### src/cntp_pkg.sv
// Package for the checked number token parser.
// Character codes, token state flags and the result record shared by the step logic and top level.
// No dependencies.
package cntp_pkg;

  localparam logic [7:0] CHR_0     = 8'h30;
  localparam logic [7:0] CHR_9     = 8'h39;
  localparam logic [7:0] CHR_UPA   = 8'h41;
  localparam logic [7:0] CHR_UPF   = 8'h46;
  localparam logic [7:0] CHR_LOA   = 8'h61;
  localparam logic [7:0] CHR_LOF   = 8'h66;
  localparam logic [7:0] CHR_LOX   = 8'h78;
  localparam logic [7:0] CHR_UPX   = 8'h58;

  localparam logic [3:0] HEX_ALPHA_BASE = 4'd10;
  localparam int         OUT_WIDTH      = 32;

  typedef struct packed {
    logic [1:0] char_count;
    logic       first_was_zero;
    logic       hex_mode;
    logic       failed;
  } flags_t;

  typedef struct packed {
    logic                 is_number;
    logic [OUT_WIDTH-1:0] value;
  } result_t;

endpackage

### src/checked_number_token_parse.sv
// Checked number token parser: one character per transaction, tlast ends the token.
// A terminator passes through the input register (s1) and then the result register (out_res_r) to out_*.
// Throughput: one transaction per cycle, except while a terminator stalls in the input register.
// A terminator stalls in the input register only while the result register is held.
// Reset (rst_n low, synchronous) clears all token state and both valid flags.
// Depends on cntp_pkg and cntp_step.
module checked_number_token_parse #(
  parameter int VALUE_WIDTH = 32
) (
  input  logic        clk,
  input  logic        rst_n,
  input  logic        in_tvalid,
  output logic        in_tready,
  input  logic [7:0]  in_tdata,   // [7:0] chr
  input  logic        in_tlast,   // token_end
  output logic        out_tvalid,
  input  logic        out_tready,
  output logic [31:0] out_tdata,  // [31:0] value
  output logic        out_tuser   // [0] is_number
);

  logic                   s1_valid_r, s1_valid_nxt;
  logic [7:0]             s1_chr_r;
  logic                   s1_end_r;
  logic                   s1_adv;
  cntp_pkg::flags_t       flags_r, flags_nxt;
  logic [VALUE_WIDTH-1:0] accum_r, accum_nxt;
  cntp_pkg::result_t      step_res;
  logic                   out_valid_r, out_valid_nxt;
  cntp_pkg::result_t      out_res_r;

  cntp_step #(.VALUE_WIDTH(VALUE_WIDTH)) u_step (
    .flags     (flags_r),
    .accum     (accum_r),
    .chr       (s1_chr_r),
    .token_end (s1_end_r),
    .flags_nxt (flags_nxt),
    .accum_nxt (accum_nxt),
    .result    (step_res)
  );

  assign s1_adv    = s1_valid_r && (!s1_end_r || !out_valid_r || out_tready);
  assign in_tready = !s1_valid_r || s1_adv;

  always_comb begin
    s1_valid_nxt = s1_valid_r;
    if (in_tvalid && in_tready) begin
      s1_valid_nxt = 1'b1;
    end else if (s1_adv) begin
      s1_valid_nxt = 1'b0;
    end
    out_valid_nxt = out_valid_r;
    if (s1_adv && s1_end_r) begin
      out_valid_nxt = 1'b1;
    end else if (out_tready) begin
      out_valid_nxt = 1'b0;
    end
  end

  always_ff @(posedge clk) begin
    if (!rst_n) begin
      s1_valid_r  <= 1'b0;
      out_valid_r <= 1'b0;
      flags_r     <= '0;
      accum_r     <= '0;
    end else begin
      s1_valid_r  <= s1_valid_nxt;
      out_valid_r <= out_valid_nxt;
      if (s1_adv) begin
        flags_r <= flags_nxt;
        accum_r <= accum_nxt;
      end
    end
  end

  always_ff @(posedge clk) begin
    if (in_tvalid && in_tready) begin
      s1_chr_r <= in_tdata;
      s1_end_r <= in_tlast;
    end
    if (s1_adv && s1_end_r) begin
      out_res_r <= step_res;
    end
  end

  assign out_tvalid = out_valid_r;
  assign out_tdata  = out_res_r.value;
  assign out_tuser  = out_res_r.is_number;

  a_value_zero_when_not_number: assert property (@(posedge clk) disable iff (!rst_n)
    out_tvalid && !out_tuser |-> out_tdata == 32'd0)
    else $error("non-number result carries a nonzero value");

  a_state_cleared_after_end: assert property (@(posedge clk) disable iff (!rst_n)
    s1_adv && s1_end_r |=> flags_r == '0 && accum_r == '0)
    else $error("token state not cleared after terminator");

  a_failed_sticky: assert property (@(posedge clk) disable iff (!rst_n)
    flags_r.failed && !(s1_adv && s1_end_r) |=> flags_r.failed)
    else $error("failure flag dropped inside a token");

  a_hex_needs_prefix: assert property (@(posedge clk) disable iff (!rst_n)
    flags_r.hex_mode |-> flags_r.char_count == 2'd2 && flags_r.first_was_zero)
    else $error("hex mode without a full prefix");

  a_no_result_overwrite: assert property (@(posedge clk) disable iff (!rst_n)
    out_valid_r && !out_tready |-> !(s1_adv && s1_end_r))
    else $error("pending result overwritten");

endmodule

### src/cntp_step.sv
// Combinational per-character update of the token parser state.
// Depends on cntp_pkg for character codes, flags_t and result_t.
module cntp_step #(
  parameter int VALUE_WIDTH = 32
) (
  input  cntp_pkg::flags_t        flags,
  input  logic [VALUE_WIDTH-1:0]  accum,
  input  logic [7:0]              chr,
  input  logic                    token_end,
  output cntp_pkg::flags_t        flags_nxt,
  output logic [VALUE_WIDTH-1:0]  accum_nxt,
  output cntp_pkg::result_t       result
);

  localparam logic [VALUE_WIDTH-1:0] MAX_VAL = '1;
  localparam logic [VALUE_WIDTH-1:0] DEC_LIM = MAX_VAL / 10;
  localparam logic [3:0]             DEC_REM = 4'(MAX_VAL % 10);

  logic                   is_dec;
  logic                   is_upper;
  logic                   is_lower;
  logic                   is_x;
  logic [3:0]             digit;
  logic                   digit_ok;
  logic                   hex_ovf;
  logic                   dec_ovf;
  logic [VALUE_WIDTH-1:0] times_ten;
  logic [63:0]            accum_wide;

  assign accum_wide = 64'(accum);
  assign times_ten  = {accum[VALUE_WIDTH-4:0], 3'b000} + {accum[VALUE_WIDTH-2:0], 1'b0};
  assign hex_ovf    = accum[VALUE_WIDTH-1:VALUE_WIDTH-4] != 4'd0;
  assign dec_ovf    = (accum > DEC_LIM) || ((accum == DEC_LIM) && (digit > DEC_REM));

  always_comb begin
    is_dec   = chr inside {[cntp_pkg::CHR_0:cntp_pkg::CHR_9]};
    is_upper = chr inside {[cntp_pkg::CHR_UPA:cntp_pkg::CHR_UPF]};
    is_lower = chr inside {[cntp_pkg::CHR_LOA:cntp_pkg::CHR_LOF]};
    is_x     = (chr == cntp_pkg::CHR_LOX) || (chr == cntp_pkg::CHR_UPX);
    digit    = 4'd0;
    digit_ok = 1'b1;
    if (is_dec) begin
      digit = 4'(chr - cntp_pkg::CHR_0);
    end else if (flags.hex_mode && is_upper) begin
      digit = 4'(chr - cntp_pkg::CHR_UPA) + cntp_pkg::HEX_ALPHA_BASE;
    end else if (flags.hex_mode && is_lower) begin
      digit = 4'(chr - cntp_pkg::CHR_LOA) + cntp_pkg::HEX_ALPHA_BASE;
    end else begin
      digit_ok = 1'b0;
    end
  end

  always_comb begin
    flags_nxt        = flags;
    accum_nxt        = accum;
    result.is_number = 1'b0;
    result.value     = '0;
    if (token_end) begin
      result.is_number = (flags.char_count != 2'd0) && !flags.failed;
      result.value     = result.is_number ? accum_wide[cntp_pkg::OUT_WIDTH-1:0] : '0;
      flags_nxt        = '0;
      accum_nxt        = '0;
    end else begin
      if (flags.char_count != 2'd2) begin
        flags_nxt.char_count = flags.char_count + 2'd1;
      end
      if (!flags.failed) begin
        if (flags.char_count == 2'd0 && chr == cntp_pkg::CHR_0) begin
          flags_nxt.first_was_zero = 1'b1;
        end
        if (flags.char_count == 2'd1 && flags.first_was_zero && is_x) begin
          flags_nxt.hex_mode = 1'b1;
          accum_nxt          = '0;
        end else if (!digit_ok) begin
          flags_nxt.failed = 1'b1;
        end else if (flags.hex_mode) begin
          if (hex_ovf) begin
            flags_nxt.failed = 1'b1;
          end else begin
            accum_nxt = {accum[VALUE_WIDTH-5:0], digit};
          end
        end else begin
          if (dec_ovf) begin
            flags_nxt.failed = 1'b1;
          end else begin
            accum_nxt = times_ten + VALUE_WIDTH'(digit);
          end
        end
      end
    end
  end

endmodule

### config.mk
export PLATFORM = sky130hd
export DESIGN_NAME = checked_number_token_parse
export DESIGN_NICKNAME = d
export VERILOG_FILES = /design/src/cntp_pkg.sv /design/src/checked_number_token_parse.sv /design/src/cntp_step.sv
export SDC_FILE = /design/constraint.sdc
export NUM_CORES = 1
export LEC_CHECK = 0
export ABC_AREA = 1
export ABC_CLOCK_PERIOD_IN_PS = 3700
export BUFFER_PORTS_ARGS = -buffer_cell sky130_fd_sc_hd__buf_2
export CAP_MARGIN = 20
export CORE_MARGIN = 2
export CORE_UTILIZATION = 62
export DETAILED_ROUTE_END_ITERATION = 10
export PLACE_DENSITY = 0.86
export SLEW_MARGIN = 20
export SYNTH_ARGS = -nofsm -noshare
export SYNTH_HDL_FRONTEND = slang
export SYNTH_SLANG_ARGS = --single-unit
### constraint.sdc
create_clock -name clk -period 3.7 [get_ports clk]
set_input_delay 0.74 -clock clk [delete_from_list [all_inputs] [get_ports clk]]
set_output_delay 0.74 -clock clk [all_outputs]
set_load 0.01 [all_outputs]
# Yosys cells after proc, flatten, opt, wreduce, memory -nomap -nowiden
# Cells that the tools add are included.
[word_totals]
regBits = 81
inputBits = 13
out_inout_bits = 35
wordCells = 99
[op_classes]
addsub = 8
magnitude_cmp = 8
n_eq_ne = 9
muxes = 27
n_reduce_logical = 36
[ops]
columns = ["operator", "count"]
rows = [
  ["2-to-1 mux 32 bit", 7],
  ["adder 32 bit", 1],
  ["adder 32 x 4 -> 32 bit", 1],
  ["== test 32 x 29 -> 1 bit, second input constant", 1],
  ["greater-than comparator 32 x 29 -> 1 bit, second input constant", 1],
  ["== test 8 x 7 -> 1 bit, second input constant", 2],
  [">= comparator 8 x 7 -> 1 bit, second input constant", 2],
  ["<= comparator 8 x 7 -> 1 bit, second input constant", 2],
  ["2-to-1 mux 1 bit", 14],
  ["logical AND 1 bit", 13],
  ["2-to-1 mux 4 bit", 3],
  ["nonzero test 2 bit", 6],
  ["subtractor 4 x 1 -> 4 bit, second input constant", 3],
  ["adder 4 bit, second input constant", 2],
  ["== test 8 x 6 -> 1 bit, second input constant", 1],
  [">= comparator 8 x 6 -> 1 bit, second input constant", 1],
  ["<= comparator 8 x 6 -> 1 bit, second input constant", 1],
  ["inequality test 4 bit, second input constant", 2],
  ["AND reduction 3 bit", 2],
  ["logical OR 1 bit", 5],
  ["2-to-1 mux 5 bit", 1],
  ["AND reduction 5 bit", 1],
  ["greater-than comparator 4 x 3 -> 1 bit, second input constant", 1],
  ["logical NOT 1 bit", 4],
  ["other kinds (9)", 11],
]

# Logic depth before layout (Yosys ltp)
# Gate-level depths: netlist of the first run.
[logic_depth]
ltp_word = 15
mapped_depth = 27

# Modules after synthesis
# A second synthesis of the first run with hierarchy kept.
[unflattened]
hier_cells = 1249
hier_area_um2 = 7986.4
[by_module_without_submodules]
columns = ["module", "instances", "cells_per_inst", "area_each_um2", "seq_area_each_um2"]
rows = [
  ["cntp_step", 1, 949, 4971.0, 0.0],
  ["checked_number_token_parse", 1, 300, 3015.4, 2042.0],
]

# Least setup slack after synthesis of the first run
# No wires, ideal clock.
[synth_path]
kind = "register to register"
start = "register s1_chr_r[0]"
end = "register accum_r[30]"
setup_time_ns = 0.134
arrival_time_ns = 3.152
t_required_ns = 3.566
setup_slack_ns = 0.414
path_stages_with_launch = 27
period_less_slack_ns = 3.286
path_cell_list = "edfxtp_1 > inv_1 > ha_1 > nand2_1 > nand3_2 > nand2_4 > nand2_1 > nand2_1 > nand2_1 > nand2_1 > inv_1 > ha_1 > ha_1 > inv_1 > fa_1 > o21ai_0 > nand2_1 > nand2_1 > nand2_1 > nand2_1 > nand2_1 > nand2_1 > nand2_1 > nand3_1 > nand2_1 > nand2_1 > a21oi_1"
[synth_via]
elab_chain_cells = 13
[synth_lines]
columns = ["element", "line", "rtl"]
rows = [
  ["start: declaration", "checked_number_token_parse.sv:23", "logic [7:0] s1_chr_r;"],
  ["start signal: assignment", "checked_number_token_parse.sv:78", "s1_chr_r <= in_tdata;"],
  ["parallel branches: the longest is 13 deep, another holds adder 32 x 4 -> 32 bit", "-", ""],
  ["end signal: assignment", "checked_number_token_parse.sv:71", "accum_r <= accum_nxt;"],
  ["end: declaration", "checked_number_token_parse.sv:27", "logic [VALUE_WIDTH-1:0] accum_r, accum_nxt;"],
]
# Several ways; the timed one is not identified. The select of a mux whose other input is x is not followed.
# A chain may end at the register's enable or synchronous reset.

# Worst setup path after layout of the first run
[layout_path]
start = "register s1_chr_r[1]"
end = "register accum_r[17]"
# The elaborated chain is that of the path after synthesis.

==> results of run 1 <==
final timing paths:
check | startpoint | slack, ns | endpoint
setup / recovery | s1_chr_r[1] | 0.20 | accum_r[17]
hold / removal | accum_r[30] | 0.54 | accum_r[30]
setup reg to reg | s1_chr_r[1] | 0.20 | accum_r[17]
hold reg to reg | accum_r[30] | 0.54 | accum_r[30]
metrics by stage:
stage	utilization	power [mW]	setup WS [ns]	hold slack, ns	setup TNS [ns]
3_3_place_gp	0.661	1.32	0.220	0.506	0
3_5_place_dp	0.661	1.33	0.106	0.519	0
6_report	0.688	1.96	0.198	0.536	0
4_1_cts	0.680	1.94	0.0302	0.532	0
2_1_floorplan	-	1.24	0.414	0.468	0
5_1_grt	0.688	2.04	-0.0318	0.543	-0.0810
cell type report:
cell class | count | area, µm²
clock buffers | 10 | 149
clock inverters | 6 | 45.0
fillers | 831 | 3180
inverters | 120 | 455
multi-input cells | 677 | 3840
flip-flops and latches | 81 | 2040
well taps | 136 | 170
repair buffers | 56 | 303
worst reg2reg max path: stages (launching register included):
cell	delay, ns
sky130_fd_sc_hd__edfxtp_1	0.46
sky130_fd_sc_hd__inv_2	0.08
sky130_fd_sc_hd__ha_1	0.20
sky130_fd_sc_hd__nand3_1	0.09
sky130_fd_sc_hd__nand3_2	0.10
sky130_fd_sc_hd__nand2_4	0.13
sky130_fd_sc_hd__nand2_1	0.07
sky130_fd_sc_hd__nand2_2	0.09
sky130_fd_sc_hd__nand2_2	0.09
sky130_fd_sc_hd__fa_2	0.59
sky130_fd_sc_hd__inv_1	0.05
sky130_fd_sc_hd__ha_1	0.30
sky130_fd_sc_hd__nand3_1	0.08
sky130_fd_sc_hd__nand2_1	0.11
sky130_fd_sc_hd__nand2_1	0.09
sky130_fd_sc_hd__nand2_2	0.09
sky130_fd_sc_hd__nand2_2	0.07
sky130_fd_sc_hd__nand2_1	0.09
sky130_fd_sc_hd__nand2_1	0.12
sky130_fd_sc_hd__nand2_1	0.06
sky130_fd_sc_hd__nand2_1	0.06
sky130_fd_sc_hd__nand3_1	0.13
sky130_fd_sc_hd__nand3_2	0.16
sky130_fd_sc_hd__a21oi_2	0.05
metal layers:
metal | wire [µm] | track usage | share of wire
met2 | 7340 | 0.473 | 0.44
met3 | 1780 | 0.0631 | 0.11
met1 | 7210 | 0.429 | 0.43
met4 | 529 | 0.101 | 0.031
met5 | 0 | 0 | 0
cells in the mapped netlist, types with 6 or more instances:
cell,n,share of area
sky130_fd_sc_hd__a21oi_1,68,0.053
sky130_fd_sc_hd__a21oi_2,9,0.012
sky130_fd_sc_hd__clkbuf_1,14,0.0082
sky130_fd_sc_hd__dfxtp_1,39,0.12
sky130_fd_sc_hd__edfxtp_1,42,0.20
sky130_fd_sc_hd__ha_1,65,0.13
sky130_fd_sc_hd__inv_1,112,0.066
sky130_fd_sc_hd__inv_2,7,0.0041
sky130_fd_sc_hd__nand2_1,213,0.12
sky130_fd_sc_hd__nand2_4,7,0.012
sky130_fd_sc_hd__nand3_1,52,0.041
sky130_fd_sc_hd__nand3_2,6,0.0094
sky130_fd_sc_hd__nand4_1,19,0.019
sky130_fd_sc_hd__nor2_1,124,0.073
sky130_fd_sc_hd__nor3_1,10,0.0078
sky130_fd_sc_hd__o21ai_0,34,0.027
sky130_fd_sc_hd__o21ai_1,17,0.013
sky130_fd_sc_hd__xor2_1,13,0.018
power groups by stage:
stage          combinational [mW]  clock [mW]  sequential (mW)
2_1_floorplan               0.217           0             1.03
3_3_place_gp                0.284           0             1.03
5_1_grt                     0.345       0.677             1.02
3_5_place_dp                0.293           0             1.03
6_report                    0.312       0.634             1.02
4_1_cts                     0.296       0.627             1.01
sequential cells by signal, indices dropped and copies added, names as in the netlist:
name / cells
out_tdata: 32
s1_end_r: 1
s1_chr_r: 8
accum_r: 32
out_tvalid: 1
s1_valid_r: 1
flags_r: 5
out_tuser: 1
kinds of logic (layout without fill, tap and decap cells):
kind of cell | after synthesis | in the layout | share of synthesized area
simple gates | 448 | 448 | 0.309
buf+inv | 140 | 192 | 0.0889
compound gates | 148 | 148 | 0.131
xor+xnor | 14 | 14 | 0.0191
flops | 81 | 81 | 0.319
fa+ha+maj | 67 | 67 | 0.133
timing repair:
| action | CTS | global route |
|---|---|---|
| setup endpoints to repair | 0 | 19 |
| setup buffers | 0 | 4 |
| hold endpoints to repair | 0 | 0 |
| hold buffers | 0 | 0 |
| resized for setup | 0 | 20 |
==> metrics, run 1 <==
crit-path max cell delay 0.59 ns; worst slew slack as a fraction of its limit 0.404; endpoint required time on the critical path 3.92 ns; power density over the cells 280 mW/mm²; Die Footprint 0.0112 mm²; maximum clock insertion buffer count 2; clock latency on the worst-skew pair 0.37 ns; WP buf/inv 2; actual slew at the worst max-slew pin 0.892 ns; total number of cells along the worst setup path 23; arrival time reported for the critical path endpoint 3.72 ns; number of standard cells after synthesis 898; post-layout min period 3.50 ns; part of the Yosys area used for sequential elements 0.319; worst clock skew on the final layout 0.0143 ns; cell row count 37; number of nets in the final layout 1,025; highest-count cells in the layout ignoring fill and taps sky130_fd_sc_hd__nand2_1 (206), sky130_fd_sc_hd__nor2_1 (124), sky130_fd_sc_hd__inv_1 (109); Critical Path Source Type register; total detailed-routing wirelength 16,900 µm; Static Leakage 3.27 nW; critical path's top delay family simple AND/OR/NAND/NOR gates; global route total overflow 0; maximum number of pins on one net before global-route repair 42; maximum operating frequency 0.286 GHz; share of synthesized registers carrying an async set or reset 0; share of cells above drive strength 1 0.143; share of total power in sequential cells 0.518; Setup violations, final 0; number of max-cap violations 0; clock tree from TritonCTS built; leading cell type in the layout, fill and taps excluded sky130_fd_sc_hd__nand2_1; Die X-Extent 106 µm; placeable core region 0.0102 mm²; # placed instances 1,066; port bufs 47; worst path cell trace inv_2, ha_1, nand3_1, nand3_2, nand2_4, nand2_1, nand2_2, nand2_2, fa_2, inv_1, ha_1, nand3_1, nand2_1, nand2_1, nand2_2, nand2_2, nand2_1, nand2_1, nand2_1, nand2_1, nand3_1, nand3_2, a21oi_2; count of routing violations after the opening detailed-route iteration 672; Finished Cell Area 0.00701 mm²; Initial Util 0.629; worst-case vdd ir drop 0.000200 V; number of synthesized register bits 81; number of global-route vias before repair 5,631; run status finished clean; I/O pin cnt 48; final std cells w/o fill 1,086; crit path capture type register; logic gate share of total power 0.159; post-detailed-route via-to-cell ratio 5.79; mean instance size in the synthesized netlist 7.13 µm²; Tcrit/Tclk final 0.946; number of flops mapped to enable cells by yosys 42; clock tree root driver cell sky130_fd_sc_hd__clkbuf_8; height of the die 106 µm; warning count from the yosys run 0; global routing usage summed across all routing layers 0.306; Hold Path Cell Cnt 2; number of sinks on the clock net 81; CTS H-tree lvls 3; Clock power frac 0.323; worst r2r path cells 23; gp weighted congestion 1.04; global-route wire length before repair 27,200 µm; estimated wirelength of the detail-placed design 13,100 µm; netlist area before placement 0.00640 mm²; cell area after placement 0.00673 mm²; Post-Syn Nets 978; total internal power 1.37 mW; switching power of the nets 591 µW; Switching Fraction 0.301; drc violations 0; vias after detailed routing 6,286; Fin. Hold Viols 0; ant diodes 0; class of the worst hold path register to register; signed area change from the synthesized netlist to the final layout 9.40%; slowest cell on the critical path sky130_fd_sc_hd__fa_2; Inserted Clock Buffers 9; Top FF cell, synth sky130_fd_sc_hd__edfxtp_1; Crit Path Class register to register; Top cell by count, worst path sky130_fd_sc_hd__nand2_1; initial antenna violation count 0; number of distinct library cells after synthesis 44; iteration count of the initial detailed-routing pass 5; antenna-violating nets left 0; biggest fanout along the worst timing path 6; count of pins over their slew limit 0; clock transition at the register clock pins on the worst setup and hold paths after CTS 0.09 ns; wire per inst 15.5 µm
(Power assumes the default switching activity.)
==> run 2: changes to the inputs <==
--- a/config.mk
+++ b/config.mk
@@ -6,11 +6,12 @@
 export NUM_CORES = 1
 export LEC_CHECK = 0
 export ABC_AREA = 1
-export ABC_CLOCK_PERIOD_IN_PS = 3700
+export ABC_CLOCK_PERIOD_IN_PS = 3800
 export BUFFER_PORTS_ARGS = -buffer_cell sky130_fd_sc_hd__buf_2
 export CAP_MARGIN = 20
 export CORE_MARGIN = 2
 export CORE_UTILIZATION = 62
+export CTS_CLUSTER_SIZE = 30
 export DETAILED_ROUTE_END_ITERATION = 10
 export PLACE_DENSITY = 0.86
 export SLEW_MARGIN = 20
==> constraint.sdc (replaced) <==
create_clock -name clk -period 3.8 [get_ports clk]
set_input_delay 0.76 -clock clk [delete_from_list [all_inputs] [get_ports clk]]
set_output_delay 0.76 -clock clk [all_outputs]
set_load 0.01 [all_outputs]
==> metrics, run 2 (synthesis gave the netlist of run 1 again) <==
post-layout min period 3.57 ns; antenna-violating nets left 0; vias after detailed routing 6,160; Top cell by count, worst path sky130_fd_sc_hd__nand2_1; number of max-cap violations 0; number of sinks on the clock net 81; initial antenna violation count 0; clock tree root driver cell sky130_fd_sc_hd__clkbuf_8; Crit Path Class register to register; Die Footprint 0.0112 mm²; clock tree from TritonCTS built; post-detailed-route via-to-cell ratio 5.69; total area of sequential cells 0.00204 mm²; overall power after layout 1.88 mW; power density over the cells 270 mW/mm²; drc violations 0; worst slew slack as a fraction of its limit 0.407; gp weighted congestion 0.967; iteration count of the initial detailed-routing pass 7; share of total power in sequential cells 0.526; actual slew at the worst max-slew pin 0.888 ns; global routing usage summed across all routing layers 0.293; global-route wire length before repair 26,000 µm; highest-count cells in the layout ignoring fill and taps sky130_fd_sc_hd__nand2_1 (210), sky130_fd_sc_hd__nor2_1 (123), sky130_fd_sc_hd__inv_1 (111); number of fill cells in the layout 861; class of the worst hold path register to register; clock transition at the register clock pins on the worst setup and hold paths after CTS 0.08 ns; hold-critical path endpoint accum_r[31]; slowest cell on the critical path sky130_fd_sc_hd__fa_2; share of cells above drive strength 1 0.128; Fin. Hold Viols 0; Inserted Clock Buffers 9; Tcrit/Tclk final 0.940; arrival time reported for the critical path endpoint 3.86 ns; WP buf/inv 2; hold buffers post-CTS 0; total internal power 1.33 mW; launching point of the worst reg2reg path s1_chr_r[0]; CTS H-tree lvls 3; placeable core region 0.0102 mm²; crit path setup slack, layout 0.228 ns; ant diodes 0; total detailed-routing wirelength 16,400 µm; grt peak-use layer met2; clock latency on the worst-skew pair 0.36 ns; global route total overflow 0; reg-to-reg slack, setup 0.23 ns; number of nets in the final layout 1,022; Post-Place Worst Slack 0.192 ns; worst path cell trace inv_2, ha_1, nand2_1, nand3_2, nand2_4, nand2_1, nand2_1, nand2_1, fa_2, inv_1, ha_1, nand3_1, nand2_1, nand2_1, nand2_1, nand2_2, nand2_2, nand2_1, nand3_2, a21oi_2, nand3_2, a21oi_2; crit path capture type register; estimated wirelength of the detail-placed design 12,600 µm; biggest fanout along the worst timing path 6; cell row count 37; HP Start accum_r[31]; number of global-route vias before repair 5,392; maximum clock insertion buffer count 2; count of routing violations after the opening detailed-route iteration 629; signed area change from the synthesized netlist to the final layout 8.54%; total negative slack for setup checks 0 ns; I/O pin cnt 48; maximum operating frequency 0.280 GHz; Initial Util 0.629; utilization after layout 0.682; worst-case vdd ir drop 0.000184 V; height of the die 106 µm; wire per inst 15.2 µm; met1 Use GR 0.413; Die X-Extent 106 µm; critical path's top delay family simple AND/OR/NAND/NOR gates; multi-input gate area in the final layout 0.00382 mm²; count of pins over their slew limit 0; Hold Path Cell Cnt 2; leading cell type in the layout, fill and taps excluded sky130_fd_sc_hd__nand2_1; endpoint required time on the critical path 4.08 ns; met3 Resource Use GR 0.0544; switching power of the nets 547 µW; worst r2r path cells 22; run status finished clean; Clock power frac 0.313; worst clock skew on the final layout 0.00743 ns; Static Leakage 3.25 nW; logic gate share of total power 0.161; port bufs 47; Critical Path Source Type register; endpoint of the worst-slack reg-to-reg timing path accum_r[13]; crit-path max cell delay 0.57 ns; Setup violations, final 0; maximum number of pins on one net before global-route repair 42; Switching Fraction 0.291; global routing met2 resource utilization 0.451
run 2: routing by layer:
| metal | vias to the layer above | share of wire |
|---|---|---|
| met5 | - | 0 |
| met4 | 0 | 0.027 |
| met1 | 2770 | 0.44 |
| met3 | 38 | 0.097 |
| met2 | 309 | 0.44 |
| li1 | 3043 | - |
run 2: how the worst max path moves through the flow:
stage / startpoint / depth (start not counted) / to / slack, ns
final: s1_chr_r[0] / 22 / accum_r[13] / 0.23
after global placement: s1_chr_r[0] / 26 / accum_r[30] / 0.34
after detailed placement: s1_chr_r[0] / 26 / accum_r[30] / 0.19
after global routing: s1_chr_r[0] / 26 / accum_r[28] / -0.04
after floorplan: s1_chr_r[0] / 26 / accum_r[30] / 0.51
after CTS: s1_chr_r[0] / 26 / accum_r[30] / 0.15
run 2: worst min-delay path, cell delays in order, from the launching register on:
cell,delay [ns]
sky130_fd_sc_hd__dfxtp_1,0.34
sky130_fd_sc_hd__nand2_1,0.07
sky130_fd_sc_hd__a21oi_1,0.06
run 2: power groups by stage:
stage | sequential [mW] | clock [mW] | combinational, mW
2_1_floorplan | 1.00 | 0 | 0.211
3_3_place_gp | 1.00 | 0 | 0.278
3_5_place_dp | 1.01 | 0 | 0.284
4_1_cts | 0.985 | 0.587 | 0.287
5_1_grt | 0.990 | 0.624 | 0.332
6_report | 0.987 | 0.588 | 0.302
run 2: cell type report:
type                    count  share of cell area
clock buffers              12              0.0225
clock inverters             4             0.00378
inverters                 120              0.0655
multi-input cells         677               0.550
flip-flops and latches     81               0.294
well taps                 136              0.0245
repair buffers             53              0.0403
run 2: per-stage QoR:
stage / area, µm² / hold slack (ns) / std cells
6_report: 6950 / 0.510 / 1083
5_1_grt: 6950 / 0.564 / 1083
4_1_cts: 6900 / 0.506 / 1080
3_5_place_dp: 6720 / 0.494 / 1064
3_3_place_gp: 6720 / 0.492 / 1064
2_1_floorplan: 6400 / 0.468 / 898
run 2: timing repair:
item	4_1_cts	5_1_grt
setup endpoints to repair	0	15
resized for setup	0	11
buffers inserted	0	3
